==> config.mk <==
export PLATFORM = sky130hd
export DESIGN_NAME = meter_frame_receiver
export DESIGN_NICKNAME = d
export VERILOG_FILES = /design/src/design/mfr_pkg.sv /design/src/design/mfr_cfg.sv /design/src/design/mfr_core.sv /design/src/design/mfr_outq.sv /design/src/design/meter_frame_receiver.sv
export SDC_FILE = /design/constraint.sdc
export NUM_CORES = 1
export LEC_CHECK = 0
export CELL_PAD_IN_SITES_DETAIL_PLACEMENT = 0
export CELL_PAD_IN_SITES_GLOBAL_PLACEMENT = 1
export CORE_UTILIZATION = 44
export DETAILED_ROUTE_END_ITERATION = 8
export DONT_BUFFER_PORTS = 1
export PLACE_DENSITY_LB_ADDON = 0.05
export SYNTH_ARGS = -nofsm -noshare
export SYNTH_HDL_FRONTEND = slang
export SYNTH_SLANG_ARGS = --single-unit
export TNS_END_PERCENT = 10
==> constraint.sdc <==
create_clock -name clk -period 5.89 [get_ports clk]
set_input_delay 0.589 -clock clk [delete_from_list [all_inputs] [get_ports clk]]
set_output_delay 0.589 -clock clk [all_outputs]
set_load 0.02 [all_outputs]
==> src/design/mfr_pkg.sv <==
// Shared types, codes and helper functions for the meter frame receiver.
package mfr_pkg;

  localparam int DataW = 56;
  localparam int PaddrW = 4;

  localparam logic [8:0] MAX_FRAME = 9'd511;

  localparam logic [1:0] REQ_START = 2'd0;
  localparam logic [1:0] REQ_BYTE  = 2'd1;
  localparam logic [1:0] REQ_TICK  = 2'd2;

  localparam logic [1:0] REG_HUNT_TO  = 2'd0;
  localparam logic [1:0] REG_FRAME_TO = 2'd1;
  localparam logic [1:0] REG_LONG_TO  = 2'd2;
  localparam logic [1:0] REG_FIX_LEN  = 2'd3;

  localparam logic [2:0] FT_NONE    = 3'd0;
  localparam logic [2:0] FT_UNKNOWN = 3'd1;
  localparam logic [2:0] FT_LEN123  = 3'd2;
  localparam logic [2:0] FT_LEN121  = 3'd3;
  localparam logic [2:0] FT_LEN114  = 3'd4;
  localparam logic [2:0] FT_FIXED   = 3'd5;

  localparam logic [7:0] BYTE_FLAG  = 8'h7E;
  localparam logic [7:0] BYTE_FIXED = 8'hDB;
  localparam logic [7:0] BYTE_FMT   = 8'hA0;

  typedef struct packed {
    logic [15:0] hunt_timeout;
    logic [15:0] frame_timeout;
    logic [15:0] long_frame_timeout;
    logic [8:0]  fixed_frame_len;
  } cfg_t;

  typedef struct packed {
    logic       result_kind;
    logic [7:0] data_byte;
    logic [8:0] byte_index;
    logic [2:0] frame_type;
    logic [8:0] byte_count;
    logic       end_byte_ok;
    logic [4:0] cipher_start;
    logic [8:0] cipher_len;
    logic [4:0] iv_head_start;
    logic [4:0] iv_tail_start;
    logic       last;
  } res_t;

  typedef struct packed {
    logic [1:0] cnt;
    res_t       r0;
    res_t       r1;
  } push_t;

  function automatic res_t make_echo(logic [7:0] b, logic [8:0] idx);
    res_t r;
    r = '0;
    r.data_byte  = b;
    r.byte_index = idx;
    return r;
  endfunction

  function automatic res_t make_summary(logic [8:0] cnt, logic fixed, logic eok);
    res_t r;
    r = '0;
    r.result_kind = 1'b1;
    r.last        = 1'b1;
    r.byte_count  = cnt;
    r.end_byte_ok = eok;
    if (cnt == 9'd0) r.frame_type = FT_NONE;
    else if (cnt > 9'd10 && fixed) r.frame_type = FT_FIXED;
    else if (cnt == 9'd123) r.frame_type = FT_LEN123;
    else if (cnt == 9'd121) r.frame_type = FT_LEN121;
    else if (cnt == 9'd114) r.frame_type = FT_LEN114;
    else r.frame_type = FT_UNKNOWN;
    case (r.frame_type)
      FT_LEN123: begin
        r.cipher_start = 5'd30; r.cipher_len = 9'd90;
        r.iv_head_start = 5'd16; r.iv_tail_start = 5'd26;
      end
      FT_LEN121: begin
        r.cipher_start = 5'd28; r.cipher_len = 9'd90;
        r.iv_head_start = 5'd14; r.iv_tail_start = 5'd24;
      end
      FT_LEN114: begin
        r.cipher_start = 5'd30; r.cipher_len = 9'd81;
        r.iv_head_start = 5'd16; r.iv_tail_start = 5'd26;
      end
      FT_FIXED: begin
        r.cipher_start = 5'd18; r.cipher_len = 9'd481;
        r.iv_head_start = 5'd2; r.iv_tail_start = 5'd14;
      end
      default: begin
        r.cipher_start = 5'd0; r.cipher_len = 9'd0;
        r.iv_head_start = 5'd0; r.iv_tail_start = 5'd0;
      end
    endcase
    return r;
  endfunction

endpackage

==> src/design/mfr_cfg.sv <==
// APB register file holding the timeouts and the fixed frame length.
module mfr_cfg (
  input  logic                       clk,
  input  logic                       rst,
  input  logic                       psel,
  input  logic                       penable,
  input  logic                       pwrite,
  input  logic [mfr_pkg::PaddrW-1:0] paddr,
  input  logic [31:0]                pwdata,
  output logic [31:0]                prdata,
  output logic                       pready,
  output mfr_pkg::cfg_t              cfg
);
  import mfr_pkg::*;

  logic [1:0] idx;

  assign idx    = paddr[3:2];
  assign pready = 1'b1;

  always_ff @(posedge clk) begin
    if (rst) begin
      cfg.hunt_timeout       <= 16'd2000;
      cfg.frame_timeout      <= 16'd1000;
      cfg.long_frame_timeout <= 16'd3000;
      cfg.fixed_frame_len    <= 9'd511;
    end else if (psel && penable && pwrite && pready) begin
      case (idx)
        REG_HUNT_TO:  cfg.hunt_timeout       <= pwdata[15:0];
        REG_FRAME_TO: cfg.frame_timeout      <= pwdata[15:0];
        REG_LONG_TO:  cfg.long_frame_timeout <= pwdata[15:0];
        REG_FIX_LEN:  cfg.fixed_frame_len    <= pwdata[8:0];
        default: ;
      endcase
    end
  end

  always_comb begin
    case (idx)
      REG_HUNT_TO:  prdata = {16'd0, cfg.hunt_timeout};
      REG_FRAME_TO: prdata = {16'd0, cfg.frame_timeout};
      REG_LONG_TO:  prdata = {16'd0, cfg.long_frame_timeout};
      REG_FIX_LEN:  prdata = {23'd0, cfg.fixed_frame_len};
      default:      prdata = 32'd0;
    endcase
  end

endmodule

==> src/design/mfr_core.sv <==
// Frame hunt, length tracking and timeout FSM; one item per cycle with take.
module mfr_core (
  input  logic           clk,
  input  logic           rst,
  input  logic           take,
  input  logic [1:0]     req_type,
  input  logic [7:0]     rx_byte,
  input  mfr_pkg::cfg_t  cfg,
  output mfr_pkg::push_t push
);
  import mfr_pkg::*;

  typedef enum logic [2:0] {
    PH_IDLE, PH_HUNT, PH_SEEK, PH_LEN, PH_DATA, PH_FIXED
  } phase_t;

  phase_t      phase, phase_next;
  logic [15:0] elapsed_ms, elapsed_ms_next;
  logic [8:0]  frame_count, frame_count_next;
  logic [8:0]  target_len, target_len_next;
  logic        fixed_mode, fixed_mode_next;
  logic        end_ok, end_ok_next;
  logic        do_echo, do_sum;
  logic [8:0]  echo_idx;
  logic [15:0] limit;
  res_t        echo_res, sum_res;

  always_comb begin
    phase_next       = phase;
    elapsed_ms_next  = elapsed_ms;
    frame_count_next = frame_count;
    target_len_next  = target_len;
    fixed_mode_next  = fixed_mode;
    end_ok_next      = end_ok;
    do_echo          = 1'b0;
    do_sum           = 1'b0;
    echo_idx         = 9'd0;
    limit            = cfg.frame_timeout;
    case (phase)
      PH_HUNT:  limit = cfg.hunt_timeout;
      PH_FIXED: limit = cfg.long_frame_timeout;
      default:  limit = cfg.frame_timeout;
    endcase

    case (req_type)
      REQ_START: begin
        phase_next       = PH_HUNT;
        elapsed_ms_next  = 16'd0;
        frame_count_next = 9'd0;
        target_len_next  = 9'd0;
        fixed_mode_next  = 1'b0;
        end_ok_next      = 1'b0;
        do_sum           = (cfg.hunt_timeout == 16'd0);
      end
      REQ_TICK: begin
        if (phase != PH_IDLE) begin
          if (elapsed_ms != 16'hFFFF) elapsed_ms_next = elapsed_ms + 16'd1;
          do_sum = (elapsed_ms_next >= limit);
        end
      end
      REQ_BYTE: begin
        case (phase)
          PH_HUNT: begin
            if (rx_byte == BYTE_FLAG) begin
              do_echo         = 1'b1;
              phase_next      = PH_SEEK;
              elapsed_ms_next = 16'd0;
              do_sum          = (cfg.frame_timeout == 16'd0);
            end else if (rx_byte == BYTE_FIXED) begin
              do_echo          = 1'b1;
              fixed_mode_next  = 1'b1;
              frame_count_next = 9'd1;
              target_len_next  = (cfg.fixed_frame_len > MAX_FRAME) ? MAX_FRAME
                                                                   : cfg.fixed_frame_len;
              if (target_len_next <= 9'd1) begin
                do_sum = 1'b1;
              end else begin
                phase_next      = PH_FIXED;
                elapsed_ms_next = 16'd0;
                do_sum          = (cfg.long_frame_timeout == 16'd0);
              end
            end
          end
          PH_SEEK: begin
            if (rx_byte == BYTE_FMT) begin
              do_echo    = 1'b1;
              echo_idx   = 9'd1;
              phase_next = PH_LEN;
            end
          end
          PH_LEN: begin
            do_echo          = 1'b1;
            echo_idx         = 9'd2;
            frame_count_next = 9'd3;
            // a length below two is echoed only; the next byte is the length
            if (rx_byte >= 8'd2) begin
              target_len_next = {1'b0, rx_byte} + 9'd2;
              phase_next      = PH_DATA;
            end
          end
          PH_DATA: begin
            do_echo          = 1'b1;
            echo_idx         = frame_count;
            frame_count_next = frame_count + 9'd1;
            if (frame_count_next >= target_len) begin
              end_ok_next = (rx_byte == BYTE_FLAG);
              do_sum      = 1'b1;
            end
          end
          PH_FIXED: begin
            do_echo          = 1'b1;
            echo_idx         = frame_count;
            frame_count_next = frame_count + 9'd1;
            do_sum           = (frame_count_next >= target_len);
          end
          default: ;
        endcase
      end
      default: ;
    endcase

    if (do_sum) phase_next = PH_IDLE;

    echo_res = make_echo(rx_byte, echo_idx);
    sum_res  = make_summary(frame_count_next, fixed_mode_next, end_ok_next);

    push.cnt = take ? ({1'b0, do_echo} + {1'b0, do_sum}) : 2'd0;
    push.r0  = do_echo ? echo_res : sum_res;
    push.r1  = sum_res;
  end

  always_ff @(posedge clk) begin
    if (rst) begin
      phase       <= PH_IDLE;
      elapsed_ms  <= 16'd0;
      frame_count <= 9'd0;
      target_len  <= 9'd0;
      fixed_mode  <= 1'b0;
      end_ok      <= 1'b0;
    end else if (take) begin
      phase       <= phase_next;
      elapsed_ms  <= elapsed_ms_next;
      frame_count <= frame_count_next;
      target_len  <= target_len_next;
      fixed_mode  <= fixed_mode_next;
      end_ok      <= end_ok_next;
    end
  end

endmodule

==> src/design/mfr_outq.sv <==
// Four-entry result queue: up to two pushes and one pop per cycle.
module mfr_outq (
  input  logic           clk,
  input  logic           rst,
  input  mfr_pkg::push_t push,
  output logic           room2,
  output logic           out_valid,
  input  logic           out_ready,
  output mfr_pkg::res_t  out_res
);
  import mfr_pkg::*;

  res_t       mem [4];
  logic [1:0] wr_ptr, rd_ptr;
  logic [2:0] count;
  logic       pop;

  assign out_valid = (count != 3'd0);
  assign pop       = out_valid && out_ready;
  assign room2     = (count <= 3'd2);
  assign out_res   = mem[rd_ptr];

  always_ff @(posedge clk) begin
    if (push.cnt != 2'd0) mem[wr_ptr] <= push.r0;
    if (push.cnt == 2'd2) mem[wr_ptr + 2'd1] <= push.r1;
  end

  always_ff @(posedge clk) begin
    if (rst) begin
      wr_ptr <= 2'd0;
      rd_ptr <= 2'd0;
      count  <= 3'd0;
    end else begin
      wr_ptr <= wr_ptr + push.cnt;
      if (pop) rd_ptr <= rd_ptr + 2'd1;
      count <= count + {1'b0, push.cnt} - {2'd0, pop};
    end
  end

endmodule

==> src/design/meter_frame_receiver.sv <==
// Top level of the meter frame receiver: stream in, stream out, APB registers.
//
//  channel   | dir | transfer when             | payload
//  ----------+-----+---------------------------+---------------------------------
//  s_*       | in  | s_tvalid & s_tready       | tuser req_type, tdata rx_byte
//  m_*       | out | m_tvalid & m_tready       | tuser result_kind, tdata, tlast
//  APB       | in  | psel&penable&pwrite&pready| regs at 0x0,0x4,0x8,0xC
//
// An input transfer is decoded in the cycle it is taken; the state update and
// its zero, one or two results land at the next edge, so a result is offered
// in the cycle after its transfer at the earliest. s_tready is high while the
// four-entry result queue has two free slots: one item per cycle while the sink
// keeps up, an echo plus summary gives the sink two results to take, and m_tready low
// fills the queue until input stalls. rst (sync) empties queue, idles, loads defaults.
module meter_frame_receiver (
  input  logic                       clk,
  input  logic                       rst,
  input  logic                       s_tvalid,
  output logic                       s_tready,
  input  logic [7:0]                 s_tdata,  // [7:0] rx_byte
  input  logic [1:0]                 s_tuser,  // [1:0] req_type
  output logic                       m_tvalid,
  input  logic                       m_tready,
  // [7:0] data_byte, [16:8] byte_index, [19:17] frame_type,
  // [28:20] byte_count, [29] end_byte_ok, [34:30] cipher_start,
  // [43:35] cipher_len, [48:44] iv_head_start, [53:49] iv_tail_start, rest 0
  output logic [mfr_pkg::DataW-1:0]  m_tdata,
  output logic                       m_tuser,  // [0] result_kind
  output logic                       m_tlast,  // last
  input  logic                       psel,
  input  logic                       penable,
  input  logic                       pwrite,
  input  logic [mfr_pkg::PaddrW-1:0] paddr,
  input  logic [31:0]                pwdata,
  output logic [31:0]                prdata,
  output logic                       pready
);
  import mfr_pkg::*;

  cfg_t  cfg;
  push_t push;
  res_t  res;
  logic  take;

  assign take = s_tvalid && s_tready;

  mfr_cfg u_cfg (
    .clk, .rst, .psel, .penable, .pwrite, .paddr, .pwdata, .prdata, .pready, .cfg
  );

  mfr_core u_core (
    .clk, .rst, .take, .req_type(s_tuser), .rx_byte(s_tdata), .cfg, .push
  );

  mfr_outq u_outq (
    .clk, .rst, .push, .room2(s_tready),
    .out_valid(m_tvalid), .out_ready(m_tready), .out_res(res)
  );

  assign m_tdata = {2'b00, res.iv_tail_start, res.iv_head_start, res.cipher_len,
                    res.cipher_start, res.end_byte_ok, res.byte_count,
                    res.frame_type, res.byte_index, res.data_byte};
  assign m_tuser = res.result_kind;
  assign m_tlast = res.last;

endmodule

### Word-level counts from Yosys, hierarchy flattened

Memory sizes are Yosys's and may differ from the RTL's. A register that Yosys moved wholly into a read port is not among the register bits.
Index checks and enable logic that the tools add are counted.

* add/sub/neg operators: 9
* order comparisons: 7
* eq/ne operators: 35
* mux-type cells: 65
* reduce and logical (&&, ||, !) cells: 26

Operator list (number)
* two-way mux 16 bit: 8
* case mux 32 bit (4 select lines): 1
* case mux 24 bit (4 select lines): 1
* two-way mux 9 bit: 7
* two-way mux 56 bit: 1
* case mux 9 bit (2 select lines): 3
* case mux 9 bit (3 select lines): 2
* zero test 16 bit: 3
* case mux 16 bit (3 select lines): 1
* two-way mux 3 bit: 11
* case mux 16 bit (2 select lines): 1
* == test 9 x 7 -> 1 bit, second input constant: 3
* two-way mux 1 bit: 19
* adder 16 x 1 -> 16 bit, second input constant: 1
* == test 8 bit, second input constant: 2
* >= comparator 16 bit: 1
* != test 16 bit, second input constant: 1
* == test 3 x 2 -> 1 bit, second input constant: 4
* == test 3 bit, second input constant: 4
* AND reduction 6 bit: 2
* nonzero test 3 bit: 4
* adder 8 x 2 -> 9 bit, second input constant: 1
* adder 9 x 1 -> 9 bit, second input constant: 1
* >= comparator 9 bit: 1
* other kinds (36): 59

* register bits after elaboration: 103
* RAM bits: 224
* bits of input ports: 53
* output and inout bits: 93
* logic and storage cells: 156
* memories kept: 1

Memories
* u_outq.mem: words 4, width 56, rd ports 1, clocked after Yosys merged registers in 1, write ports 2, RTL line mfr_outq.sv:13 `res_t mem [4];`

### Longest topological paths before layout

Gate-level depths: netlist (run 1).

* word-level depth: 14
* depth in mapped cells: 24
* gate-level depth less buffers: 22

### Cells and area by module

A second synthesis (run 1) with hierarchy kept.

* cell total of the unflattened synthesis: 1581
* area total of the unflattened synthesis: 19442.4 sq um

Modules (own cells, without submodules)
* mfr_outq: instances 1, cells an instance 591, area an instance 11587.4 sq um
* mfr_core: instances 1, cells an instance 713, area an instance 5032.3 sq um
* mfr_cfg: instances 1, cells an instance 273, area an instance 2797.7 sq um
* meter_frame_receiver: instances 1, cells an instance 4, area an instance 25.0 sq um

### Worst setup path after synthesis (run 1)

No wires, ideal clock.

* path type: reg2reg
* from: reg u_core.elapsed_ms[3]
* to: mem u_outq.mem[3][27] (netlist bit), data pin
* setup time: 0.142 ns
* arrival: 5.277 ns
* required time: 5.748 ns
* slack: 0.470 ns
* stages on the path, launching flop included: 23
* path through: dfxtp_1 > clkbuf_1 > and4_1 > nand4_1 > or4_1 > clkbuf_1 > and2_1 > nand3_1 > xnor2_1 > ha_1 > and3_1 > a2111oi_0 > o22ai_1 > nor2_1 > inv_1 > ha_1 > nor2b_1 > a21o_1 > nand3_1 > inv_1 > nand2_1 > buf_2 > nor2_1

RTL lines
* start, declared: RTL line mfr_core.sv:18 `logic [15:0] elapsed_ms, elapsed_ms_next;`
* start signal, assigned: RTL line mfr_core.sv:142 `elapsed_ms <= elapsed_ms_next;`
* end, declared: RTL line mfr_outq.sv:13

==> impl_metrics.ini, run 1 <==
[logic_synthesis]
synthFlopType = dfxtp_1
ys_seq_area_share_pct = 44.98
syn_area_per_cell_um2 = 9.650
synth_xor_area_share_pct = 1.783
yosys.area_share.simple_pct = 19.83
yosysWarnings = 0
synthAdderAreaFrac_pct = 3.512
synth-async-reset-ratio_pct = 0
synth_compound_area_share_pct = 13.93
synth_top_family_by_area = simple AND/OR/NAND/NOR gates
syn_inst = 1425
ys_ff_latch = 265
synth_cell_types = 80
synth_mux_area_share_pct = 10.16
synth_edf_count = 88
synth_area_um2 = 13750

[floorplanning]
start_util_pct = 44.84
rows = 64
die_w_um = 178.8
die_area_um2 = 31970
io_pins = 146
die_h_um = 178.8
core_area_um2 = 30670

[clock_tree]
numCtsBuffers = 30
cts.clk_slew.worst_paths_ps = 60
cts.sinks = 265
postCtsSetupRepairBufs = 0
cts_hold_buf = 0
clock_path_buffers = 3
cts_tree = built
worstSkewPairLatency_ps = 570
h-tree-depth = 1
clock-root-buffer = clkbuf_16

[critical_path]
worstSetupStartpointType = flip-flop
worstPathCellList = and4_1 -> nand4_1 -> o41ai_1 -> nor2_1 -> xor2_1 -> ha_1 -> a211oi_1 -> o21bai_1 -> a2111oi_1 -> o22ai_1 -> nor2_1 -> inv_1 -> ha_1 -> nor2_1 -> or3_1 -> o21ai_0 -> nand2_1 -> inv_1 -> nand4_1 -> o21ai_0
worstSetupPathType = flip-flop to flip-flop
crit_path_end_kind = flip-flop
crit_fanout = 9
worstPathRequired_ps = 6300
slowest_delay_ps = 520
cp.arrival_ps = 5880
cp_common_cell = nor2_1
cp_slowest_cell = a2111oi_1

[cells_and_area]
syn2layout_area_growth_pct = 9.526
final_common_cell = nand2_1
n_antenna_cell = 0
nets = 1482
fin_area_um2 = 15060
multiInputGateArea_um2 = 6865
final_cell_mix = 217 x nand2_1, 175 x dfxtp_1, 146 x nor2_1, 88 x edfxtp_1, 85 x a21oi_1
fin_cells = 1811
drive_gt1_share_pct = 12.01
register_area_um2 = 6188
fill_cells = 2908

[timing]
setup_viol_count_final = 0
tns_ps = 0
slew_headroom_pct = 24.52
finalCritPeriodShare_pct = 92.83
maxSlewViolCount = 0
fmax_mhz = 182.9
skew_ps = 9.185
worst_hold_slack_ps = 120.2
tightestPinTransition_ps = 1132
hold_viol = 0
fin_crit_ps = 5468
rsz0062_at_grt = false
layout_setup_ws_ps = 422.4

[detailed_routing]
routed_wl_mm = 38.91
dr.pass1.iters = 5
drt_iter0_markers = 714
drc = 0
num_vias = 10420
wl_per_cell_um = 21.49
ant_nets = 0
vias_per_cell = 5.753

[place]
globalplace.congestion = 0.8561
port_buffers = 0
place_ws_ps = 420.7
dp.cells = 1755
placed_area_um2 = 13990
dp_hpwl_mm = 26.40

[grt]
gr-total-overflow = 0
grtUsageTotal_pct = 24.51
grt_pass1_wl_mm = 59.92
antenna_found_initial = 0
first_global_vias = 10150
grt_max_degree = 95

[power_and_ir_drop]
leakage_uw = 0.005197
p_per_area_nw_per_um2 = 322.3
vdd_drop_max_mv = 0.2423

[status]
status = complete, no violations

[run]
drv_cap = 0

[min_path]
hp-class = input port to flip-flop
==> kinds of logic (layout without fill, tap and decap cells) <==
kind of cell	Yosys count	after routing
other	2	23
AOI/OAI and AO/OA	292	292
adders and majority gates	38	38
and+or+nand+nor	562	562
xor gates and xnor gates	28	28
muxes	78	78
buffers and inverters	160	129
DFF	265	265
==> final timing paths <==
path,slack (ps),startpoint,depth (start not counted),to
min reg2reg,440,u_outq.mem[2][0],2,u_outq.mem[2][0]
min,120,rst,1,u_cfg.cfg[27]
max reg2reg,420,u_core.elapsed_ms[3],20,u_outq.mem[0][21]
max,420,u_core.elapsed_ms[3],20,u_outq.mem[0][21]
==> area by class of cell <==
cell class | instances | area share, %
sequential | 265 | 41.09
clock inverter | 21 | 1.877
tap | 396 | 3.290
inverter | 32 | 0.7975
multi-input combinational | 1021 | 45.58
timing repair buffer | 41 | 2.127
clock buffer | 35 | 5.242
==> repair_timing <==
| action | 4_1_cts | 5_1_grt |
|---|---|---|
| setup endpoints to repair | 0 | 5 |
| resized for setup | 0 | 1 |
| endpoints found under the hold margin | 0 | 0 |
==> flip-flops by register name (all words and copies together) (netlist names), named ones only <==
signal and flops:
u_outq.mem 160, u_cfg.cfg 57, u_core.elapsed_ms 16, u_core.frame_count 9, u_core.target_len 9, u_core.phase 3, u_outq.count 3, u_outq.rd_ptr 2
u_outq.wr_ptr 2, u_core.end_ok 1, u_core.fixed_mode 1
==> power breakdown <==
| group | internal (uW) | total [uW] | switching [uW] |
|---|---|---|---|
| logic | 317 | 843 | 526 |
| clock network | 1220 | 2000 | 775 |
| registers | 1920 | 2010 | 95.7 |
==> metrics by stage <==
stage	total power, uW	utilization [%]
finish	4854	49.11
global placement	2899	45.61
detailed placement	2907	45.61
global route	5063	49.11
CTS	4920	49.11
floorplan	2822	-
==> per-layer routing <==
layer / vias to the layer above / track usage, % / wire length (um)
met5: - / 0 / 0
met4: 0 / 7.345 / 981
met3: 55 / 4.262 / 2108
met2: 246 / 41.57 / 19000
met1: 5069 / 31.71 / 16820
li1: 5049 / - / -
==> synth_stat cells (13+ instances only) <==
cell        n  area share, %
o21ai_0    76            2.8
buf_4      37            2.0
ha_1       37            3.4
xnor2_1    20            1.3
a21oi_1    85            3.1
buf_2      17           0.62
nand3_1    30            1.1
edfxtp_1   88             19
nor3_1     25           0.91
mux4_2     49            8.0
nor2_1    146            4.0
nand3b_1   22            1.2
nor4_1     19           0.86
dfxtp_1   177             26
mux2i_1    26            1.9
nor2b_1    17           0.77
inv_1      31           0.85
a22o_1     44            2.8
clkbuf_1   62            1.7
and3_1     13           0.59
nand2_1   217            5.9
==> critical path, delay by kind of cell (launching register included) <==
kind                       cells  cell delay, ps
xor gates and xnor gates       1             240
adders and majority gates      2             650
and+or+nand+nor                8            1620
buffers and inverters          2             230
DFF                            1             470
AOI/OAI and AO/OA              7            2090
(Power assumes the default switching activity.)
==> run 2: changes to the inputs <==
--- a/config.mk
+++ b/config.mk
@@ -7,6 +7,7 @@
 export LEC_CHECK = 0
 export CELL_PAD_IN_SITES_DETAIL_PLACEMENT = 0
 export CELL_PAD_IN_SITES_GLOBAL_PLACEMENT = 1
+export CORE_ASPECT_RATIO = 1.5
 export CORE_UTILIZATION = 44
 export DETAILED_ROUTE_END_ITERATION = 8
 export DONT_BUFFER_PORTS = 1
==> run 2 against run 1 <==
Net effect: utilization is essentially flat; non-clock buffer count grew 4; total power shrank 4.9%; design area shrank 0.79%; sequential power shrank 2%; via count shrank 0.28%; die area is essentially flat; fmax grew 1.3%; critical path type unchanged; largest power group unchanged.
==> impl_metrics.ini, run 2 (same netlist as run 1, synthesis figures left out) <==
[critical_path]
worstSetupPathType = flip-flop to flip-flop
crit_fanout = 9
worstSetupStartpointType = flip-flop
crit_path_end_kind = flip-flop
worstPathCellList = and4_1 -> nand4_1 -> or4_1 -> and2_1 -> nand3_1 -> xnor2_1 -> ha_1 -> and3_1 -> a2111oi_0 -> buf_4 -> o22ai_1 -> nor2_2 -> inv_1 -> ha_1 -> nor2_1 -> or3_1 -> o21ai_0 -> nand2_1 -> inv_1 -> nand4_1 -> o21ai_0
cp_slowest_cell = or4_1
slowest_delay_ps = 570
worstPathRequired_ps = 6270
cp.arrival_ps = 5770

[power_and_ir_drop]
p_sw_share_pct = 29.37
intPower_uw = 3260
p_per_area_nw_per_um2 = 308.9
vdd_drop_max_mv = 0.2313
clkPwrFrac_pct = 38.2
leakage_uw = 0.005145
comb_power_share_pct = 19.4
power.switching_uw = 1356
p_seq_share_pct = 42.4

[place]
place_ws_ps = 452.4
globalplace.congestion = 0.8730
placed_area_um2 = 14020
port_buffers = 0
dp_hpwl_mm = 27.42

[detailed_routing]
num_vias = 10390
dr.pass1.iters = 5
vias_per_cell = 5.734
wl_per_cell_um = 21.58
ant_nets = 0
routed_wl_mm = 39.10
drc = 0
drt_iter0_markers = 447

[grt]
grtUsageTotal_pct = 24.87
first_global_vias = 10410
grt_pass1_wl_mm = 61.44
grt_max_degree = 95
antenna_found_initial = 0
gr-total-overflow = 0

[cells_and_area]
largest_register_ffs = 160
n_antenna_cell = 0
register_area_um2 = 6188
syn2layout_area_growth_pct = 8.662
fill_cells = 2945
nets = 1483
final_common_cell = nand2_1
drive_gt1_share_pct = 12.04
top_regs = u_outq.mem (160), u_cfg.cfg (57), u_core.elapsed_ms (16)
multiInputGateArea_um2 = 6874
final_cell_mix = 217 x nand2_1, 175 x dfxtp_1, 145 x nor2_1, 88 x edfxtp_1, 85 x a21oi_1
fin_area_um2 = 14940
regMostFlops = u_outq.mem

[status]
status = complete, no violations

[clock_tree]
cts_tree = built
clock-root-buffer = clkbuf_16
h-tree-depth = 1
cts.sinks = 265
cts_hold_buf = 0
cts.clk_slew.worst_paths_ps = 70
clock_path_buffers = 3
worstSkewPairLatency_ps = 550
numCtsBuffers = 27

[timing]
skew_ps = 16.78
finalCritPeriodShare_pct = 91.63
fmax_mhz = 185.3
layout_setup_ws_ps = 492.9
rsz0062_at_grt = false
tns_ps = 0
hold_viol = 0
maxSlewViolCount = 0
fin_crit_ps = 5397
slew_headroom_pct = 23.04
setup_viol_count_final = 0
tightestPinTransition_ps = 1154

[floorplanning]
core_area_um2 = 30450
die_w_um = 146.3
rows = 78
die_area_um2 = 31980
die_h_um = 218.5
start_util_pct = 45.16
io_pins = 146

[min_path]
hp-class = input port to flip-flop

[run]
drv_cap = 0
==> run 2: timing repair <==
item,CTS,global route
buffers inserted,0,0
endpoints found under the setup margin,0,2
resized for setup,0,2
==> run 2: worst paths after layout <==
check	start	end	slack [ps]	cells after the start
hold / removal	rst	u_cfg.cfg[35]	110	1
hold reg to reg	u_outq.mem[2][0]	u_outq.mem[2][0]	440	2
setup reg to reg	u_core.elapsed_ms[3]	u_outq.mem[0][21]	490	21
setup / recovery	u_core.elapsed_ms[3]	u_outq.mem[0][21]	490	21
==> run 2: final cells by class <==
class                      count  area share [%]
multi-input combinational   1021           46.00
clock buffer                  36           5.225
tap                          400           3.349
timing repair buffer          45           2.344
sequential                   265           41.41
clock inverter                13          0.8624
inverter                      32          0.8038
==> run 2: metrics by stage <==
step | power [uW] | utilization [%] | instances | hold slack (ps)
3_5_place_dp | 2908 | 46.06 | 1763 | 436.2
3_3_place_gp | 2899 | 46.06 | 1763 | 428.9
6_report | 4616 | 49.08 | 1812 | 112.0
5_1_grt | 4823 | 49.08 | 1812 | 97.83
2_1_floorplan | 2822 | - | 1446 | 418.3
4_1_cts | 4668 | 49.04 | 1812 | 87.80
==> run 2: power groups by stage <==
stage	clock network, uW	logic [uW]	registers [uW]
after floorplan	0	847	1970
after global placement	0	903	2000
after detailed placement	0	911	2000
after CTS	1800	913	1960
after global routing	1880	978	1960
final	1760	897	1960
==> run 2: worst max-delay path: cells and delay by family (launching register included) <==
family	cells	cell delay, ps
compound gates	4	970
xor+xnor	1	140
fa+ha+maj	2	650
buf+inv	3	430
flops	1	490
simple gates	11	2560
==> run 2: layer usage <==
metal / vias to the layer above / GRT usage, % / wire length, um
li1: 5044 / - / -
met1: 5092 / 29.09 / 15530
met2: 212 / 47.30 / 21150
met3: 42 / 2.881 / 1581
met4: 0 / 6.979 / 837
met5: - / 0 / 0
==> run 3: changes to the inputs <==
--- a/config.mk
+++ b/config.mk
@@ -11,6 +11,7 @@
 export CORE_UTILIZATION = 44
 export DETAILED_ROUTE_END_ITERATION = 8
 export DONT_BUFFER_PORTS = 1
+export MAX_ROUTING_LAYER = met4
 export PLACE_DENSITY_LB_ADDON = 0.05
 export SYNTH_ARGS = -nofsm -noshare
 export SYNTH_HDL_FRONTEND = slang
==> run 3 against run 2 <==
Net effect: total power about the same; fmax decreased by 0.18%; wire length hardly changed; sequential cell count unchanged; worst hold slack worse by 4.9 ps; first-iteration DRC count is 0.67% higher; non-clock buffer count did not move; utilization did not move; global-route usage is 0.74 points higher; sequential power about the same; critical endpoint unchanged.
==> impl_metrics.ini, run 3 (same netlist as run 1, synthesis figures left out) <==
[floorplanning]
die_w_um = 146.3
die_area_um2 = 31980
rows = 78
start_util_pct = 45.16
die_h_um = 218.5
io_pins = 146
core_area_um2 = 30450

[place]
place_ws_ps = 452.4
port_buffers = 0
dp_hpwl_mm = 27.42
globalplace.congestion = 0.8873

[clock_tree]
cts.sinks = 265
worstSkewPairLatency_ps = 550
cts_hold_buf = 0
cts_tree = built
h-tree-depth = 1
numCtsBuffers = 27
clock_path_buffers = 3
clock-root-buffer = clkbuf_16
cts.clk_slew.worst_paths_ps = 70

[timing]
finalCritPeriodShare_pct = 91.79
hold_viol = 0
fmax_mhz = 185.0
skew_ps = 16.43
layout_setup_ws_ps = 483.3
tns_ps = 0
fin_crit_ps = 5407
slew_headroom_pct = 23.23
rsz0062_at_grt = false
maxSlewViolCount = 0
setup_viol_count_final = 0
tightestPinTransition_ps = 1151

[detailed_routing]
vias_per_cell = 5.712
drt_iter0_markers = 450
dr.pass1.iters = 4
wl_per_cell_um = 21.57
drc = 0
ant_nets = 0
num_vias = 10350
routed_wl_mm = 39.08

[cells_and_area]
regMostFlops = u_outq.mem
nets = 1483
final_cell_mix = 217 x nand2_1, 175 x dfxtp_1, 145 x nor2_1, 88 x edfxtp_1, 85 x a21oi_1
n_antenna_cell = 0
largest_register_ffs = 160
syn2layout_area_growth_pct = 8.662
fill_cells = 2945
top_regs = u_outq.mem (160), u_cfg.cfg (57), u_core.elapsed_ms (16)
drive_gt1_share_pct = 12.04
final_common_cell = nand2_1

[grt]
grtUsageTotal_pct = 25.61
antenna_found_initial = 0
gr-total-overflow = 0
grt_pass1_wl_mm = 61.42
first_global_vias = 10420
grt_max_degree = 95

[critical_path]
cp_slowest_cell = or4_1
critPathBufInv = 3
worstPathCellList = and4_1 -> nand4_1 -> or4_1 -> and2_1 -> nand3_1 -> xnor2_1 -> ha_1 -> and3_1 -> a2111oi_0 -> buf_4 -> o22ai_1 -> nor2_2 -> inv_1 -> ha_1 -> nor2_1 -> or3_1 -> o21ai_0 -> nand2_1 -> inv_1 -> nand4_1 -> o21ai_0
worstSetupStartpointType = flip-flop
worstPathRequired_ps = 6270
cp.arrival_ps = 5780
crit_fanout = 9
crit_path_end_kind = flip-flop
critical-path-top-delay-family = simple AND/OR/NAND/NOR gates
slowest_delay_ps = 570
worstSetupPathType = flip-flop to flip-flop

[power_and_ir_drop]
leakage_uw = 0.005145
finalPower_uw = 4616
p_per_area_nw_per_um2 = 308.9
vdd_drop_max_mv = 0.2303

[run]
drv_cap = 0

[min_path]
hp-class = input port to flip-flop

[status]
status = complete, no violations
-- run 3: cell counts in the layout (fill, tap and decap cells not counted) --
No cell type changed its count.
-- run 3: timing repair --
item / CTS / global route
setup buffers: 0 / 0
gates resized for setup: 0 / 2
endpoints found under the setup margin: 0 / 2
hold endpoints to repair: 0 / 0
-- run 3: routing by layer --
layer | up-vias | wire, um | track usage [%]
met5 | - | 0 | -
met4 | 0 | 898 | 7.257
met3 | 44 | 1645 | 2.985
met2 | 238 | 21120 | 47.24
met1 | 5027 | 15420 | 28.96
li1 | 5042 | - | -
-- run 3: final timing paths --
kind                       end  slack (ps)                 start  cells past startpoint
max          u_outq.mem[0][21]         480  u_core.elapsed_ms[3]                     21
min              u_cfg.cfg[35]         110                   rst                      1
max reg2reg  u_outq.mem[0][21]         480  u_core.elapsed_ms[3]                     21
min reg2reg   u_outq.mem[2][0]         440      u_outq.mem[2][0]                      2
-- run 3: through the flow --
stage | hold slack [ps] | cell area [um^2] | util (%) | std cells
3_3_place_gp | 428.9 | 14020 | 46.06 | 1763
3_5_place_dp | 436.2 | 14020 | 46.06 | 1763
6_report | 107.1 | 14940 | 49.08 | 1812
5_1_grt | 96.87 | 14940 | 49.08 | 1812
2_1_floorplan | 418.3 | 13830 | - | 1446
4_1_cts | 87.80 | 14930 | 49.04 | 1812
-- run 3: area by class of cell --
type / count / area [um^2] / area share, %
clock buffer: 36 / 780.7 / 5.225
clock inverter: 13 / 128.9 / 0.8624
sequential: 265 / 6188 / 41.41
timing repair buffer: 45 / 350.3 / 2.344
tap: 400 / 500.5 / 3.349
multi-input combinational: 1021 / 6874 / 46.00
inverter: 32 / 120.1 / 0.8038
-- run 3: report_power, final --
| part | switching [uW] | internal [uW] |
|---|---|---|
| Clock | 741 | 1020 |
| Combinational | 574 | 324 |
| Sequential | 41.5 | 1920 |
| Total | 1360 | 3260 |
